<file path="src/rtl/sta_pkg.sv">
// shared constants, command codes and control structs of the slot table allocator
package sta_pkg;

  localparam int SLOTS     = 256;
  localparam int TYPE_BITS = 8;
  localparam int CMD_W     = 3;
  localparam int ID_W      = 9;
  localparam int TAG_W     = 8;
  localparam int STAT_W    = 2;

  // cells are grouped for the two-level priority search
  localparam int GRP_W  = 16;
  localparam int GRP_N  = SLOTS / GRP_W;
  localparam int LIDX_W = $clog2(GRP_W);
  localparam int GIDX_W = $clog2(GRP_N);
  localparam int POS_W  = GIDX_W + LIDX_W;
  localparam int RD_W   = TYPE_BITS + 1;

  typedef enum logic [CMD_W-1:0] {
    CMD_SPAWN     = 3'd0,
    CMD_DESTROY   = 3'd1,
    CMD_DIRTY     = 3'd2,
    CMD_READ      = 3'd3,
    CMD_NEXT      = 3'd4,
    CMD_NEXT_TYPE = 3'd5
  } cmd_t;

  typedef enum logic [STAT_W-1:0] {
    ST_OK    = 2'd0,
    ST_FULL  = 2'd1,
    ST_RANGE = 2'd2
  } status_t;

  // command broadcast to every cell for the search
  typedef struct packed {
    cmd_t                 cmd;
    logic [ID_W-1:0]      id;
    logic [TYPE_BITS-1:0] tag;
  } scan_t;

  // table update broadcast at the end of an item
  typedef struct packed {
    logic                 en;
    cmd_t                 cmd;
    logic [ID_W-1:0]      id;
    logic [TYPE_BITS-1:0] tag;
  } wr_t;

endpackage

</file>
<file path="src/rtl/sta_group.sv">
// registered lowest-index search and read-data merge over one group of cells
module sta_group (
  input  logic                                         clk,
  input  logic [sta_pkg::GRP_W-1:0]                    hit,
  input  logic [sta_pkg::GRP_W-1:0][sta_pkg::RD_W-1:0] rd,
  output logic                                         hit_r,
  output logic [sta_pkg::LIDX_W-1:0]                   idx_r,
  output logic [sta_pkg::RD_W-1:0]                     rd_r
);
  import sta_pkg::*;

  logic              hit_nxt;
  logic [LIDX_W-1:0] idx_nxt;
  logic [RD_W-1:0]   rd_nxt;

  always_comb begin
    hit_nxt = 1'b0;
    idx_nxt = '0;
    rd_nxt  = '0;
    // walk down so the lowest set bit wins
    for (int i = GRP_W - 1; i >= 0; i--) begin
      if (hit[i]) begin
        hit_nxt = 1'b1;
        idx_nxt = LIDX_W'(i);
      end
    end
    for (int i = 0; i < GRP_W; i++) begin
      rd_nxt = rd_nxt | rd[i];
    end
  end

  always_ff @(posedge clk) begin
    hit_r <= hit_nxt;
    idx_r <= idx_nxt;
    rd_r  <= rd_nxt;
  end

endmodule

</file>
<file path="config.mk">
export PLATFORM = sky130hd
export DESIGN_NAME = sta_group
export DESIGN_NICKNAME = d
export VERILOG_FILES = /design/src/rtl/sta_pkg.sv /design/src/rtl/sta_group.sv
export SDC_FILE = /design/constraint.sdc
export NUM_CORES = 1
export LEC_CHECK = 0
export BUFFER_PORTS_ARGS = -buffer_cell sky130_fd_sc_hd__buf_2
export CORE_AREA = 2 2 68 70
export DETAILED_ROUTE_END_ITERATION = 12
export DIE_AREA = 0 0 70 72
export HOLD_SLACK_MARGIN = 0.05
export PLACE_DENSITY = 0.72
export SYNTH_ARGS = -nofsm -noshare
export SYNTH_HDL_FRONTEND = slang
export SYNTH_SLANG_ARGS = --single-unit
</file>
<file path="constraint.sdc">
create_clock -name clk -period 0.8 [get_ports clk]
set_input_delay 0.04 -clock clk [delete_from_list [all_inputs] [get_ports clk]]
set_output_delay 0.04 -clock clk [all_outputs]
set_load 0.01 [all_outputs]
</file>
======== Word level (Yosys, flattened, before mapping) ========
Index checks and enable logic that the tools add are counted.
Widths: inputs -> output; s select.
cells by class
  $add $sub $neg .......................... 0
  multipliers ............................. 0
  div/mod/pow operators ................... 0
  $lt $le $gt $ge ......................... 0
  equality and inequality tests ........... 0
  shift operators ......................... 0
  mux-type cells .......................... 16
  bitwise logic cells ..................... 15
  reduce and logical (&&, ||, !) cells .... 4
operator list
  kind              number
  $or 9x9->9        15
  $mux 4            8
  $reduce_or 15->1  1
  $mux 3            4
  $reduce_or 8->1   1
  $mux 2            2
  $reduce_or 4->1   1
  $mux 1            2
  $reduce_or 2->1   1
storage, ports and cells
  bits in registers ....................... 14
  bits in latches ......................... 0
  bits in writable memories ............... 0
  ROM bits ................................ 0
  bits of input ports ..................... 161
  output and inout bits ................... 14
  word-level logic and storage cells ...... 41
  memories kept ........................... 0

======== Depth between registers and ports, before layout ========
  depth in word-level cells ............... 15
  depth in mapped cells ................... 4
  gate-level depth less buffers ........... 4

======== Least setup slack after synthesis ========
No wires, ideal clock.
  path kind ............................... input to register
  start ................................... in hit[11] (netlist bit)
  end ..................................... reg hit_r
  setup time .............................. 0.133 ns
  arrival time ............................ 0.494 ns
  required time ........................... 0.667 ns
  slack ................................... 0.173 ns
  cell stages on the path ................. 4
  buffers on the path ..................... 0
  cell sequence ........................... nor2_1 > nand2_1 > nor2_1 > nand4_1
on the way
  longest elaborated chain between the ends .. 1
RTL lines
  item                        RTL line         source
  start: declaration          sta_group.sv:4   input logic [sta_pkg::GRP_W-1:0] hit,
  $reduce_or 15->1 (no line)  n/a
  end signal: assignment      sta_group.sv:33  hit_r <= hit_nxt;
  end: declaration            sta_group.sv:6   output logic hit_r,
No other way between the ends.
A chain may end at the register's enable or synchronous reset.

======== Final worst setup path ========
  start ................................... reg rd_r[1] (netlist bit)
  end ..................................... out rd_r[1] (netlist bit)
RTL lines
  item                      RTL line         source
  start: declaration        sta_group.sv:8   output logic [sta_pkg::RD_W-1:0] rd_r
  start signal: assignment  sta_group.sv:35  rd_r <= rd_nxt;
No word-level cell between the ends.

==> impl_results.md <==
- Mean Syn Cell Area: 8.08 um^2
- Avg Vias per Cell: 4.48
- Initial antenna violation count: 0
- GRT Util Overall: 13.1%
- Vias in the first global route: 1368
- Largest net degree at the start of global routing: 9
- Final wirelength: 3.56 mm
- Slowest CP cell: dfxtp_1
- Starting density of the core: 17.4%
- Cell taking the most area after synthesis: dfxtp_1
- Mapped Nets: 253
- Die area: 5040 um^2
- Clock Sink Count: 14
- Most frequent cell after synthesis: nor4_1
- Critical Path, Cell by Cell: buf_2
- Layout cells sized above 1: 66.4%
- Antenna-violating nets left: 0
- Mapped Cells: 92
- Max-cap viol count: 0
- IO buf count: 174
- Multi-input gate area: 452 um^2
- Worst hold slack: -0.0132 ns
- Fmax: 1380 MHz
- Hpwl dp: 3.29 mm
- Clock root cell: clkbuf_8
- Die W: 70 um
- Number of synthesized flops with an enable pin: 0
- Synthesized area: 743 um^2
- Top-Level Pins: 175
- Fillers: 439
- Seq/Total Area, Yosys: 37.7%
- Slew margin rel.: 75.2%
- WHS Endpoint: rd_r[1]
- Area Overhead vs Synth: 135%
- CP peak stage delay: 0.32 ns
- Overflow after GRT: 0
- PwrDens: 1090 nW/um^2
- Fraction of registers with async set/reset: 0%
- Kind of critical path: flop to output pin
- Drt initial violations: 33
- Die Y: 72 um
- Least-Margin Pin Slew: 0.368 ns
- Crit share post-route: 90.8%
- Hold Crit Depth: 3
- Design Power: 1.91 mW
- Critical path peak fanout: 1
- Synth Flop Type: dfxtp_1
- Crit. End Element: output pin
- Area share of the largest cell type after synthesis: 37.7%
- DR vias: 1447
- # DRC: 0
- GPL Wtd Cong: 0.807
- Violated checks: hold timing
- Register Area: 280 um^2
- Clock Path Buffers: 2
- Inserted Diodes: 0
- Global-route wire length before repair: 5.52 mm
- WP data required: 0.76 ns
- Pre-CTS WS: -0.00938 ns
- PnR worst setup slack: 0.0738 ns
- Max-slew violations: 0
- CP Launch Type: flop
- Worst Min Path Start: rd[136]
- FP Rows: 24
- Library cells used by synthesis: 18
- CTS buffer count: 3
- RSZ-0062 raised after global routing: no
- Post-synth top cells: nor4_1, dfxtp_1, nand4_1
- Final hold violation count: 7
- Tightest Hold Check Type: input pin to flop
- #FFs+latches synth: 14
- CTS H-tree depth: 1
- Fin crit period: 0.726 ns
- WP buf/inv: 1
- # hold bufs at CTS: 1
- DR WL/cell: 11.0 um
- Nets: 433
- Core Area: 4260 um^2
- Leakage: 0.896 nW
- CTS tree: yes
- Warnings, synthesis: 0
- Arr. time, crit path: 0.69 ns
- CP top delay family: flip-flops
- Pre-Repair DR Iteration Count: 5
- Status: finished with violations
- Largest cells by area after synthesis: dfxtp_1, nor4_1, nand4_1, nor2_1, nor4_4
- Clk pin slew, worst setup/hold paths: 0.06 ns
- Peak VDD IR: 0.000474 V
- Final setup viols: 0
-- logic make-up (layout without fill, tap and decap cells) --
logic type             Yosys count  after routing  synth area share (%)
buffers and inverters            3            182                  1.52
DFF                             14             14                  37.7
and+or+nand+nor                 65             65                  52.7
AOI/OAI and AO/OA               10             10                  8.08
-- final cells by class --
class	instances	area share, %
multi-input cells	75	25.9
well taps	52	3.73
flip-flops and latches	14	16.1
clock buffers	4	3.16
inverters	3	0.646
repair buffers	175	50.5
-- placed cells by master, fill, tap and decap left out, drive strengths merged --
cell and count:
o22ai 1, nor3 2, nor3b 1, o31ai 1, a21oi 4, o21ai 2, dlygate4sd3 1, clkinv 1
dfxtp 14, buf 174, inv 2, o311a 1, nand2 5, nand4 10, clkbuf 4, a31oi 1
nor4 37, nand3 1, nor2 8, nand2b 1
-- registers in the layout (all words and copies together), names as in the netlist --
register  count
idx_r         4
hit_r         1
rd_r          9
-- where the power goes --
group | leakage (nW) | total, mW | switching, mW | internal (mW)
clock | 0.0288 | 0.694 | 0.258 | 0.435
combinational | 0.754 | 0.505 | 0.182 | 0.323
sequential | 0.114 | 0.707 | 0.00160 | 0.706
-- metrics by stage --
step | cell area (um^2) | instances | setup TNS (ns) | utilization [%]
2_1_floorplan | 743 | 92 | 0 | -
3_3_place_gp | 1680 | 318 | 0 | 39.4
3_5_place_dp | 1680 | 318 | -0.0180 | 39.4
4_1_cts | 1740 | 323 | 0 | 40.9
5_1_grt | 1740 | 323 | 0 | 40.9
6_report | 1740 | 323 | 0 | 40.9
-- repair_timing --
| action | in CTS | in global routing |
|---|---|---|
| endpoints found under the hold margin | 11 | 9 |
| buffers inserted | 0 | 0 |
| resized for setup | 0 | 0 |
-- per-layer routing --
| layer | GRT usage (%) | up-vias | part of all wire (%) |
|---|---|---|---|
| li1 | - | 744 | - |
| met5 | 0 | - | 0 |
| met1 | 13.5 | 611 | 36 |
| met2 | 26.1 | 88 | 52 |
| met4 | 4.27 | 0 | 1.2 |
| met3 | 3.06 | 4 | 11 |
-- worst max path at each step --
stage | from | end | slack [ns] | cells after the start
floorplan | hit[11] | hit_r | 0.17 | 4
global placement | hit[11] | hit_r | 0.001 | 5
detailed placement | rd[61] | rd_r[7] | -0.009 | 3
CTS | rd_r[6] | rd_r[6] | 0.06 | 1
global route | rd_r[6] | rd_r[6] | 0.03 | 1
finish | rd_r[1] | rd_r[1] | 0.07 | 1
Power figures use the tool's default switching activity.
