### config.mk
export PLATFORM = sky130hd
export DESIGN_NAME = sta_cell
export DESIGN_NICKNAME = d
export VERILOG_FILES = /design/src/rtl/sta_pkg.sv /design/src/rtl/sta_cell.sv
export SDC_FILE = /design/constraint.sdc
export NUM_CORES = 1
export LEC_CHECK = 0
export BUFFER_PORTS_ARGS = -buffer_cell sky130_fd_sc_hd__buf_2
export CORE_UTILIZATION = 44
export CTS_BUF_LIST = sky130_fd_sc_hd__clkbuf_16
export DETAILED_ROUTE_END_ITERATION = 7
export GPL_ROUTABILITY_DRIVEN = 0
export PLACE_DENSITY = 0.79
export SLEW_MARGIN = 20
export SYNTH_ARGS = -nofsm -noshare
export SYNTH_HDL_FRONTEND = slang
export SYNTH_SLANG_ARGS = --single-unit
export TNS_END_PERCENT = 5
### constraint.sdc
create_clock -name clk -period 1.8 [get_ports clk]
set_clock_uncertainty 0.1 [all_clocks]
set_input_delay 0.09 -clock clk [delete_from_list [all_inputs] [get_ports clk]]
set_output_delay 0.09 -clock clk [all_outputs]
set_load 0.02 [all_outputs]
### src/rtl/sta_pkg.sv
// shared constants, command codes and control structs of the slot table allocator
package sta_pkg;

  localparam int SLOTS     = 256;
  localparam int TYPE_BITS = 8;
  localparam int CMD_W     = 3;
  localparam int ID_W      = 9;
  localparam int TAG_W     = 8;
  localparam int STAT_W    = 2;

  // cells are grouped for the two-level priority search
  localparam int GRP_W  = 16;
  localparam int GRP_N  = SLOTS / GRP_W;
  localparam int LIDX_W = $clog2(GRP_W);
  localparam int GIDX_W = $clog2(GRP_N);
  localparam int POS_W  = GIDX_W + LIDX_W;
  localparam int RD_W   = TYPE_BITS + 1;

  typedef enum logic [CMD_W-1:0] {
    CMD_SPAWN     = 3'd0,
    CMD_DESTROY   = 3'd1,
    CMD_DIRTY     = 3'd2,
    CMD_READ      = 3'd3,
    CMD_NEXT      = 3'd4,
    CMD_NEXT_TYPE = 3'd5
  } cmd_t;

  typedef enum logic [STAT_W-1:0] {
    ST_OK    = 2'd0,
    ST_FULL  = 2'd1,
    ST_RANGE = 2'd2
  } status_t;

  // command broadcast to every cell for the search
  typedef struct packed {
    cmd_t                 cmd;
    logic [ID_W-1:0]      id;
    logic [TYPE_BITS-1:0] tag;
  } scan_t;

  // table update broadcast at the end of an item
  typedef struct packed {
    logic                 en;
    cmd_t                 cmd;
    logic [ID_W-1:0]      id;
    logic [TYPE_BITS-1:0] tag;
  } wr_t;

endpackage

### src/rtl/sta_cell.sv
// one slot of the table: type tag, dirty bit and its registered match and read data
module sta_cell (
  input  logic                        clk,
  input  logic                        rst_n,
  input  logic [sta_pkg::ID_W-1:0]    cell_id,
  input  sta_pkg::scan_t              scan,
  input  sta_pkg::wr_t                wr,
  output logic                        match_r,
  output logic [sta_pkg::RD_W-1:0]    rd_r
);
  import sta_pkg::*;

  logic [TYPE_BITS-1:0] type_r, type_nxt;
  logic                 dirty_r, dirty_nxt;
  logic                 match_nxt;
  logic [RD_W-1:0]      rd_nxt;
  logic                 sel;
  logic                 after;
  logic                 wr_hit;

  always_comb begin
    sel   = (scan.id == cell_id);
    after = (cell_id > scan.id);
    case (scan.cmd)
      CMD_SPAWN:     match_nxt = (type_r == '0);
      CMD_NEXT:      match_nxt = (type_r != '0) && after;
      CMD_NEXT_TYPE: match_nxt = (type_r == scan.tag) && after;
      CMD_READ:      match_nxt = sel;
      default:       match_nxt = 1'b0;
    endcase
    rd_nxt = sel ? {dirty_r, type_r} : '0;
  end

  always_comb begin
    wr_hit    = wr.en && (wr.id == cell_id);
    type_nxt  = type_r;
    dirty_nxt = dirty_r;
    if (wr_hit) begin
      case (wr.cmd)
        CMD_SPAWN: begin
          type_nxt  = wr.tag;
          dirty_nxt = 1'b0;
        end
        CMD_DESTROY: begin
          type_nxt  = '0;
          dirty_nxt = 1'b1;
        end
        CMD_DIRTY: begin
          // only an occupied slot gets marked
          if (type_r != '0) begin
            dirty_nxt = 1'b1;
          end
        end
        default: begin
          type_nxt  = type_r;
          dirty_nxt = dirty_r;
        end
      endcase
    end
  end

  always_ff @(posedge clk) begin
    if (!rst_n) begin
      type_r  <= '0;
      dirty_r <= 1'b0;
    end else begin
      type_r  <= type_nxt;
      dirty_r <= dirty_nxt;
    end
    match_r <= match_nxt;
    rd_r    <= rd_nxt;
  end

endmodule

**Yosys cells after proc, flatten, opt, wreduce, memory -nomap -nowiden**

Cells that the tools add are included.
W data, S select, Z words.

- Word-level logic and storage cells: 29
- Output and inout port bits: 10
- Flip-flop bits (word level): 19
- Input port bits: 52

- Reductions and logical operators: 11
- Eq/ne operators: 9
- Mux-type cells: 4
- Order comparisons: 1

Operators by type and width:

| cell | count |
|---|---|
| $eq A9 B9 Y1 | 2 |
| $pmux W8 S2 | 1 |
| $gt A9 B9 Y1 | 1 |
| $eq A8 B8 Y1 | 1 |
| $logic_not A8 Y1 | 1 |
| $reduce_bool A8 Y1 | 1 |
| $eq A3 B2 Y1 const B | 2 |
| $eq A3 B3 Y1 const B | 2 |
| $logic_not A3 Y1 | 2 |
| $pmux W1 S4 | 1 |
| $eq A3 B1 Y1 const B | 1 |
| $logic_and A1 B1 Y1 | 3 |
| $pmux W1 S3 | 1 |
| $reduce_and A3 Y1 | 1 |
| $reduce_bool A3 Y1 | 1 |
| $ne A2 B2 Y1 const B | 1 |
| $reduce_and A2 Y1 | 1 |
| $reduce_bool A2 Y1 | 1 |
| $mux W1 | 1 |

**Depth between registers and ports, before layout**

Gate-level depths: netlist of run 1.

- Depth after elaboration: 3
- Gate-level depth with buffers: 8
- Gate-level depth less buffers: 7

**Worst setup path before layout of run 1**

OpenSTA, ideal clock, no wires.

- Path kind: input-to-reg
- Start point: input scan[12] (netlist bit)
- End point: register match_r
- Slack: 0.297 ns
- Buffers on the path: 0
- Cell stages on the path: 7
- Library setup time: 0.092 ns
- Arrival: 1.311 ns
- Required time: 1.608 ns
- Cells stage by stage: inv_1 > ha_1 > and3_1 > nand3_1 > nor2_1 > or3b_2 > o32ai_1

- Longest elaborated chain between the ends: 3
- Elaborated cells between the ends (all ways): 5
- Classes of those cells: order compare (1); eq/ne (1); mux (1); reduce/logical (2)

RTL lines:

| item | line | RTL |
|---|---|---|
| from (decl) | sta_cell.sv:6 | `input sta_pkg::scan_t scan,` |
| $gt A9 B9 Y1 | sta_cell.sv:23 | `after = (cell_id > scan.id);` |
| $logic_and A1 B1 Y1 (on tied branches) | sta_cell.sv:27, sta_cell.sv:26 |  |
| $pmux W1 S4 * | sta_cell.sv:24 | `case (scan.cmd)` |
| named net match_nxt | sta_cell.sv:15 | `logic match_nxt;` |
| to (signal assigned) | sta_cell.sv:70 | `match_r <= match_nxt;` |
| to (decl) | sta_cell.sv:8 | `output logic match_r,` |

Mark *: on every way through the listed nets, which the timed path passes. The rest lies on a longest branch.
A chain may end at the register's enable or synchronous reset.

**Final worst setup path of run 1**

- Start point: register type_r[6]
- End point: register match_r

- Longest elaborated chain between the ends: 3
- Elaborated cells between the ends (all ways): 6
- Classes of those cells: eq/ne (1); mux (1); reduce/logical (4)

RTL lines:

| item | line | RTL |
|---|---|---|
| from (decl) | sta_cell.sv:13 | `logic [TYPE_BITS-1:0] type_r, type_nxt;` |
| from (signal assigned) | sta_cell.sv:67 | `type_r <= type_nxt;` |
| $eq A8 B8 Y1 / $reduce_bool A8 Y1 (equally long branches) | sta_cell.sv:27, sta_cell.sv:26 |  |
| $logic_and A1 B1 Y1 (on tied branches) | sta_cell.sv:27, sta_cell.sv:26 |  |
| $pmux W1 S4 * | sta_cell.sv:24 |  |
| named net match_nxt | sta_cell.sv:15 |  |

Marks and branches as above.

==> results of run 1 <==
==> worst max path at each step <==
stage | startpoint | endpoint | slack [ns] | depth (start not counted)
after floorplan | scan[12] | match_r | 0.30 | 7
after global placement | cell_id[4] | match_r | 0.14 | 7
after detailed placement | cell_id[4] | match_r | 0.09 | 7
after CTS | type_r[2] | match_r | 0.18 | 5
after global routing | type_r[2] | match_r | 0.08 | 5
final | type_r[6] | match_r | 0.20 | 5
==> state kept, by name, indices dropped and copies added, names as in the netlist <==
name     cells
rd_r         9
type_r       8
dirty_r      1
match_r      1
==> report_power, final <==
part	switching [uW]	internal, uW
Sequential	0.200	422
Clock	138	294
Combinational	76.2	92.3
==> critical path: cells and delay by family (launching register included) <==
kind / cells / cell delay, ns
and+or+nand+nor: 3 / 0.77
AOI/OAI and AO/OA: 2 / 0.25
DFF: 1 / 0.35
==> cell type report <==
class / instances / area (um^2)
clock buffer: 3 / 75.1
inverter: 9 / 33.8
fill: 214 / 887
timing repair buffer: 64 / 330
multi-input combinational: 95 / 729
sequential: 19 / 380
clock inverter: 1 / 3.75
tap: 30 / 37.5
==> metal layers <==
metal | global-route usage (%) | part of all wire (%) | vias to the layer above | routed length [um]
li1 | - | - | 558 | -
met1 | 24.3 | 41 | 492 | 1080
met2 | 38.5 | 52 | 34 | 1380
met3 | 4.89 | 5.0 | 8 | 131
met4 | 7.89 | 2.0 | 0 | 54
met5 | 0 | 0 | - | 0
==> layout by cell type, fill, tap and decap left out, types with 2 or more instances in the layout <==
cell / n
xnor2_1: 14
dfxtp_1: 19
a21oi_1: 2
buf_2: 61
xor2_1: 4
clkbuf_16: 3
and2_1: 9
mux2i_1: 9
nor2_1: 3
nand4_1: 4
nand2_1: 4
nor2b_1: 17
or4_1: 2
nand3_1: 3
nor4_1: 2
ha_1: 9
inv_1: 10
a31oi_1: 3
buf_4: 2
==> what timing repair did <==
item                                    CTS  global route
hold buffers                              1             0
endpoints found under the hold margin     1             0
endpoints found under the setup margin    0             0
==> cell families (layout without fill, tap and decap cells) <==
logic type               Yosys count  after routing  synth area share (%)
multiplexers                       9              9                  7.80
adder cells (fa/ha/maj)            9              9                  9.75
buffers and inverters             12             77                  3.90
XOR/XNOR                          18             18                  13.7
flip-flops                        19             19                  32.9
AND/OR/NAND/NOR                   50             50                  27.0
AO/OA/AOI/OAI                      9              9                  4.98
==> per-stage QoR <==
step,area [um^2],total power (uW)
after CTS,1590,1030
after global routing,1590,1080
after global placement,1500,591
after floorplan,1150,517
final,1590,1020
after detailed placement,1500,597
==> impl_metrics.py, run 1 <==
metrics = {
    "run": {
        "cap_violations": 0,
    },
    "placement": {
        "dp_slack_ns": 0.0877,
        "hpwl_um": 2170,
        "dp.cells": 216,
        "io_buffers": 61,
    },
    "worst_setup_path": {
        "cpMostUsedCell": "nor2_1",
        "crit_slowest_cell": "or4_1",
        "rr_endpoint": "match_r",
        "reg2reg_depth": 5,
        "cpPeakStageDelay_ns": 0.53,
        "rrSetupSlack_ns": 0.20,
        "critPathLaunchType": "register",
        "rr_startpoint": "type_r[6]",
        "worst_ep_required_time_ns": 1.82,
        "worstSetupPathType": "reg2reg",
        "cp_cell_sequence": "or4_1 -> nor2_1 -> nor2_1 -> a31oi_1 -> o32ai_1",
        "cp_max_fo": 4,
        "arrival_ns": 1.62,
        "critPathCaptureType": "register",
    },
    "synthesis": {
        "synth_top_area_share_pct": 32.9,
        "ys_seq_area_share_pct": 32.9,
        "synth_cell_type_count": 28,
        "syn_nets": 187,
        "netlist_area_um2": 1150,
        "synth_top_cells_by_area": "dfxtp_1 33%, xnor2_1 11%, ha_1 9.8%, nor2b_1 9.2%, mux2i_1 7.8%",
        "yosysMostFrequentCell": "dfxtp_1",
        "synth_commonest_cells": "19 x dfxtp_1, 17 x nor2b_1, 14 x xnor2_1",
        "synth-main-ff-cell": "dfxtp_1",
        "async_flop_share_pct": 0,
        "synth_edf_count": 0,
        "postSynthCellCount": 126,
        "avgSynthCellArea_um2": 9.17,
        "ys_seq_elements": 19,
        "ys_warn_count": 0,
        "post-synth-top-area-cell": "dfxtp_1",
    },
    "route": {
        "wl_um": 2650,
        "first_pass_iters": 4,
        "drtIter0Drc": 23,
        "drc": 0,
        "vias_per_cell": 4.94,
        "route.antenna.remaining_nets": 0,
        "drt-wirelength-per-cell_um": 12.0,
        "vias": 1092,
    },
    "worst_hold_path": {
        "min_to": "dirty_r",
        "hold_depth": 3,
        "hold_path.class": "in2reg",
        "holdCritStartpoint": "wr[19]",
    },
    "global_routing": {
        "gr-total-overflow": 0,
        "first_global_vias": 1073,
        "grt_max_degree": 11,
        "grt_pass1_wl_um": 4380,
        "antenna_found_initial": 0,
        "grtUsageTotal_pct": 21.5,
    },
    "sta": {
        "hold_violations": 0,
        "worst-slew-pin-transition_ns": 0.303,
        "tns_ns": 0,
        "setup_viol": 0,
        "slew_violations": 0,
        "period_share_pct": 88.7,
        "hold_ws_ns": 0.0372,
        "max_freq_mhz": 626,
        "fin_crit_ns": 1.60,
        "rsz0062_at_grt": "no",
        "relSlewSlack_pct": 79.6,
        "setup_slack_ns": 0.203,
    },
    "cells_and_area": {
        "drive_gt1_share_pct": 36.1,
        "diodes": 0,
        "utilization_pct": 64.2,
        "nets": 253,
        "stdcell_count": 221,
        "area_growth_pct": 37.7,
    },
    "clock_tree": {
        "path_clk_slew_ns": 0.05,
        "cts_setup_buffers": 0,
        "post_cts_resized": 0,
        "cts-buffers-inserted": 3,
        "htreeDepth": 1,
        "clock_latency_ns": 0.25,
        "clock_sinks": 19,
        "cts_tree": "done",
        "cts_buffer_depth": 2,
        "cts_root_buffer": "clkbuf_16",
    },
    "floorplan": {
        "die_h_um": 53.2,
        "num_rows": 18,
        "start_util_pct": 46.6,
        "core_um2": 2480,
        "die_w_um": 53.2,
        "ios": 62,
        "dieArea_um2": 2830,
    },
    "run_status": {
        "status": "finished, final reports clean",
    },
    "power_and_ir_drop": {
        "ir_worst_vdd_v": 0.000691,
        "power_density_nw_per_um2": 644,
        "p_leak_uw": 0.000769,
    },
}
Note: power is estimated with default switching activity, not from simulation.
==> run 2: changes to the inputs <==
--- a/config.mk
+++ b/config.mk
@@ -8,6 +8,7 @@
 export BUFFER_PORTS_ARGS = -buffer_cell sky130_fd_sc_hd__buf_2
 export CORE_UTILIZATION = 44
 export CTS_BUF_LIST = sky130_fd_sc_hd__clkbuf_16
+export CTS_CLUSTER_SIZE = 14
 export DETAILED_ROUTE_END_ITERATION = 7
 export GPL_ROUTABILITY_DRIVEN = 0
 export PLACE_DENSITY = 0.79
==> constraint.sdc (replaced) <==
create_clock -name clk -period 1.5 [get_ports clk]
set_clock_uncertainty 0.1 [all_clocks]
set_input_delay 0.225 -clock clk [delete_from_list [all_inputs] [get_ports clk]]
set_output_delay 0.225 -clock clk [all_outputs]
set_load 0.02 [all_outputs]
==> run 2 against run 1 <==
Sequential power up 20%. Worst hold slack better by 0.060 ns. Critical path depth unchanged. Highest routed layer unchanged. Worst setup slack got worse by 0.26 ns. Clock power is 22% higher. Non-clock buffer count rose by 15. Register-to-register slack got worse by 0.26 ns. The run now ends with setup timing left. Final cell count increased by 6.8%. Via count up 8.0%.
==> impl_metrics.py, run 2 (synthesized netlist as in run 1, its figures left out) <==
metrics = {
    "route": {
        "drtIter0Drc": 15,
        "first_pass_iters": 4,
        "vias": 1179,
        "wl_um": 3270,
        "drt-wirelength-per-cell_um": 13.9,
        "drc": 0,
        "route.antenna.remaining_nets": 0,
        "vias_per_cell": 5.00,
    },
    "sta": {
        "hold_violations": 0,
        "hold_ws_ns": 0.0973,
        "fin_crit_ns": 1.56,
        "period_share_pct": 104,
        "worst-slew-pin-transition_ns": 0.292,
        "tns_ns": -0.113,
        "setup_slack_ns": -0.0570,
        "relSlewSlack_pct": 80.4,
        "rsz0062_at_grt": "yes",
        "slew_violations": 0,
        "setup_viol": 2,
        "max_freq_mhz": 642,
    },
    "worst_setup_path": {
        "worst_ep_required_time_ns": 1.58,
        "arrival_ns": 1.64,
        "rr_endpoint": "dirty_r",
        "rrSetupSlack_ns": -0.06,
        "critPathLaunchType": "register",
        "crit_slowest_cell": "or4_4",
        "cpPeakStageDelay_ns": 0.55,
        "cp_max_fo": 2,
        "critPathCaptureType": "register",
        "rr_startpoint": "type_r[5]",
        "cp_cell_sequence": "or4_4 -> nor2_4 -> o31ai_1 -> nand2_1 -> mux2i_1",
        "reg2reg_depth": 5,
        "worstSetupPathType": "reg2reg",
    },
    "run_status": {
        "status": "complete, but fails checks",
        "violations": "setup timing",
    },
    "placement": {
        "dpl_cell_area_um2": 1650,
        "io_buffers": 61,
        "hpwl_um": 2430,
        "dp.cells": 232,
    },
    "cells_and_area": {
        "nets": 268,
        "largest_register_ffs": 9,
        "final_common_cell": "buf_2",
        "regMostFlops": "rd_r",
        "diodes": 0,
        "fill_cells": 177,
        "stdcell_count": 236,
        "drive_gt1_share_pct": 51.9,
        "area_growth_pct": 59.5,
        "final_cell_area_um2": 1840,
        "final_cell_mix": "60 x buf_2, 17 x nor2b_1, 15 x buf_4",
        "largest_registers": "rd_r: 9 flops, type_r: 8 flops",
    },
    "clock_tree": {
        "cts_root_buffer": "clkbuf_16",
        "path_clk_slew_ns": 0.05,
        "clock_latency_ns": 0.25,
        "cts_buffer_depth": 2,
        "cts-buffers-inserted": 3,
        "clock_sinks": 19,
        "htreeDepth": 1,
        "cts_tree": "done",
    },
    "global_routing": {
        "grt_pass1_wl_um": 4890,
        "grtUsageTotal_pct": 24.6,
        "first_global_vias": 1130,
        "gr-total-overflow": 0,
        "antenna_found_initial": 0,
        "grt_max_degree": 11,
    },
    "worst_hold_path": {
        "min_to": "match_r",
        "hold_path.class": "in2reg",
        "hold_depth": 2,
        "holdCritStartpoint": "scan[19]",
    },
    "power_and_ir_drop": {
        "ir_worst_vdd_v": 0.000851,
        "p_leak_uw": 0.000901,
        "finalPower_uw": 1290,
        "power_density_nw_per_um2": 703,
    },
    "floorplan": {
        "core_um2": 2480,
        "dieArea_um2": 2830,
        "die_w_um": 53.2,
        "start_util_pct": 46.6,
        "num_rows": 18,
        "ios": 62,
        "die_h_um": 53.2,
    },
    "run": {
        "cap_violations": 0,
    },
}
run 2: changes by cell type in the layout (fill, tap and decap cells not counted), sizes merged:
cell | before | now
buf | 63 | 79
dlygate4sd3 | 1 | 0
run 2: worst max-delay path by stage:
stage,startpoint,endpoint
detailed placement,cell_id[3],match_r
finish,type_r[5],dirty_r
CTS,type_r[2],dirty_r
global route,type_r[1],match_r
floorplan,wr[11],type_r[0]
global placement,cell_id[3],match_r
run 2: metal layers:
| layer | wire (um) | part of all wire (%) | GRT usage [%] |
|---|---|---|---|
| met1 | 1330 | 41 | 27.1 |
| met2 | 1750 | 53 | 46.7 |
| met5 | 0 | 0 | 0 |
| met4 | 20 | 0.61 | 5.26 |
| met3 | 169 | 5.2 | 5.75 |
run 2: power breakdown:
part / leakage [uW] / switching (uW) / internal [uW]
sequential: 0.000156 / 0.309 / 506
combinational: 0.000703 / 113 / 146
clock: 0.0000423 / 176 / 354
run 2: cell type report:
type                            count  area (um^2)  share of cell area (%)
Inverter                            9         33.8                    1.83
Clock buffer                        3         75.1                    4.08
Timing Repair Buffer               79          458                    24.9
Multi-Input combinational cell     95          847                    46.0
Clock inverter                      1         3.75                   0.204
Tap cell                           30         37.5                    2.04
Sequential cell                    19          387                    21.0
run 2: per-stage QoR:
stage / setup WS [ns] / utilization, %
2_1_floorplan: -0.0951 / -
3_3_place_gp: -0.224 / 66.5
3_5_place_dp: -0.303 / 66.5
4_1_cts: -0.0355 / 71.1
5_1_grt: -0.114 / 74.3
6_report: -0.0570 / 74.3
run 2: critical path: cells and delay by family (launching register included):
kind,cells,cell delay [ns]
AND/OR/NAND/NOR,3,0.80
AO/OA/AOI/OAI,1,0.09
flip-flops,1,0.31
multiplexers,1,0.18
run 2: repair_timing:
item | 4_1_cts | 5_1_grt
hold buffers | 0 | 0
gates resized for setup | 7 | 18
setup endpoints to repair | 2 | 7
pin swaps | 3 | 13
buffers inserted | 0 | 0
==> run 3: changes to the inputs <==
--- a/config.mk
+++ b/config.mk
@@ -11,8 +11,8 @@
 export CTS_CLUSTER_SIZE = 14
 export DETAILED_ROUTE_END_ITERATION = 7
 export GPL_ROUTABILITY_DRIVEN = 0
+export GPL_TIMING_DRIVEN = 0
 export PLACE_DENSITY = 0.79
-export SLEW_MARGIN = 20
 export SYNTH_ARGS = -nofsm -noshare
 export SYNTH_HDL_FRONTEND = slang
 export SYNTH_SLANG_ARGS = --single-unit
==> run 3 against run 2 <==
The flow still finishes with violations (setup timing). Sequential power about the same. Worst setup slack worse by 0.032 ns. Die area did not move. Sequential share of layout area increased by 2.4 points. Core utilization fell by 7.9 points. Combinational power down 18%. Critical path depth stayed put. Worst hold slack lost 0.0098 ns. Fmax shrank 2.0%. Via count is 7.0% lower. Total power shrank 4.2%. Design area shrank 11%. Largest cell class unchanged. Largest power group unchanged.
==> impl_metrics.py, run 3 (synthesized netlist as in run 1, its figures left out) <==
metrics = {
    "route": {
        "drt-wirelength-per-cell_um": 12.7,
        "wl_um": 2800,
        "drc": 0,
        "drtIter0Drc": 11,
        "vias_per_cell": 4.99,
        "route.antenna.remaining_nets": 0,
        "first_pass_iters": 4,
        "vias": 1097,
    },
    "worst_setup_path": {
        "reg2reg_depth": 5,
        "critPathLaunchType": "register",
        "arrival_ns": 1.61,
        "crit_slowest_cell": "or4_4",
        "crit_cells": 5,
        "critPathCaptureType": "register",
        "worstSetupPathType": "reg2reg",
        "cp_cell_sequence": "or4_4 -> nor2_4 -> nor2_1 -> a31oi_1 -> o32ai_2",
        "critPathTopFamily": "simple AND/OR/NAND/NOR gates",
        "cpPeakStageDelay_ns": 0.56,
        "crit_buf_inv": 0,
        "worst_ep_required_time_ns": 1.52,
        "cp_max_fo": 4,
    },
    "global_routing": {
        "gr-total-overflow": 0,
        "busiest_layer": "met2",
        "antenna_found_initial": 0,
        "use_met3_pct": 3.74,
        "grt_pass1_wl_um": 4310,
        "grtUsageTotal_pct": 21.0,
        "first_global_vias": 1033,
        "grt_max_degree": 11,
        "grt_use_met2_pct": 36.9,
        "grt_util_met1_pct": 26.0,
    },
    "sta": {
        "setup_slack_ns": -0.0885,
        "fin_crit_ns": 1.59,
        "max_freq_mhz": 630,
        "slew_violations": 0,
        "setup_viol": 2,
        "rsz0062_at_grt": "yes",
        "worst-slew-pin-transition_ns": 0.422,
        "relSlewSlack_pct": 71.9,
        "hold_violations": 0,
        "period_share_pct": 106,
    },
    "power_and_ir_drop": {
        "power_density_nw_per_um2": 754,
        "p_leak_uw": 0.000783,
        "ir_worst_vdd_v": 0.000988,
        "finalPower_uw": 1240,
    },
    "cells_and_area": {
        "largest_register_ffs": 9,
        "final_cell_area_um2": 1650,
        "diodes": 0,
        "utilization_pct": 66.4,
        "final_common_cell": "buf_2",
        "regMostFlops": "rd_r",
        "stdcell_count": 220,
        "drive_gt1_share_pct": 41.1,
        "area_growth_pct": 42.5,
        "largest_registers": "rd_r: 9 flops, type_r: 8 flops",
        "nets": 252,
        "final_cell_mix": "59 x buf_2, 17 x nor2b_1, 16 x dfxtp_1",
    },
    "placement": {
        "hpwl_um": 2230,
        "io_buffers": 59,
        "dp.cells": 215,
        "dpl_cell_area_um2": 1510,
    },
    "floorplan": {
        "num_rows": 18,
        "start_util_pct": 46.6,
        "core_um2": 2480,
        "dieArea_um2": 2830,
        "ios": 62,
        "die_w_um": 53.2,
        "die_h_um": 53.2,
    },
    "worst_hold_path": {
        "hold_depth": 2,
        "hold_path.class": "in2reg",
    },
    "clock_tree": {
        "clock_sinks": 19,
        "cts_buffer_depth": 2,
        "cts_root_buffer": "clkbuf_16",
        "cts_tree": "done",
        "cts-buffers-inserted": 3,
        "path_clk_slew_ns": 0.05,
        "clock_latency_ns": 0.25,
        "htreeDepth": 1,
    },
    "run": {
        "cap_violations": 0,
    },
    "run_status": {
        "status": "complete, but fails checks",
        "violations": "setup timing",
    },
}
-- run 3: changes by cell type in the layout (fill, tap and decap cells not counted), sizes merged --
| cell | before | now |
|---|---|---|
| buf | 79 | 61 |
| clkbuf | 3 | 5 |
-- run 3: final timing paths --
check / start / endpoint / slack, ns
worst min register to register: dirty_r / dirty_r / 0.38
worst min-delay path: scan[19] / match_r / 0.09
worst max-delay path: type_r[2] / match_r / -0.09
worst max register to register: type_r[2] / match_r / -0.09
-- run 3: power breakdown --
part / switching, uW / internal, uW
sequential: 0.213 / 507
combinational: 97.2 / 116
clock: 168 / 353
-- run 3: cell type report --
| type | count | area, um^2 |
|---|---|---|
| Clock buffer | 3 | 75.1 |
| Clock inverter | 1 | 3.75 |
| Timing Repair Buffer | 60 | 315 |
| Fill cell | 211 | 832 |
| Tap cell | 30 | 37.5 |
| Multi-Input combinational cell | 95 | 783 |
| Inverter | 9 | 33.8 |
| Buffer | 3 | 12.5 |
| Sequential cell | 19 | 384 |
-- run 3: through the flow --
step	setup slack (ns)	TNS (ns)	hold slack [ns]
4_1_cts	-0.0857	-0.155	0.0849
3_3_place_gp	-0.371	-4.38	0.333
6_report	-0.0885	-0.147	0.0875
3_5_place_dp	-0.451	-5.39	0.341
2_1_floorplan	-0.0951	-0.839	0.222
5_1_grt	-0.142	-0.254	0.0939
-- run 3: timing repair --
item                                    in CTS  in global routing
resized for setup                            2                  8
hold endpoints to repair                     0                  0
pin swaps                                    1                  4
setup buffers                                1                  0
hold buffers                                 0                  0
endpoints found under the setup margin      10                  2
-- run 3: layer usage --
| layer | wire length, um | up-vias |
|---|---|---|
| met1 | 1160 | 487 |
| met2 | 1440 | 44 |
| li1 | - | 558 |
| met3 | 138 | 8 |
| met5 | 0 | - |
| met4 | 55 | 0 |
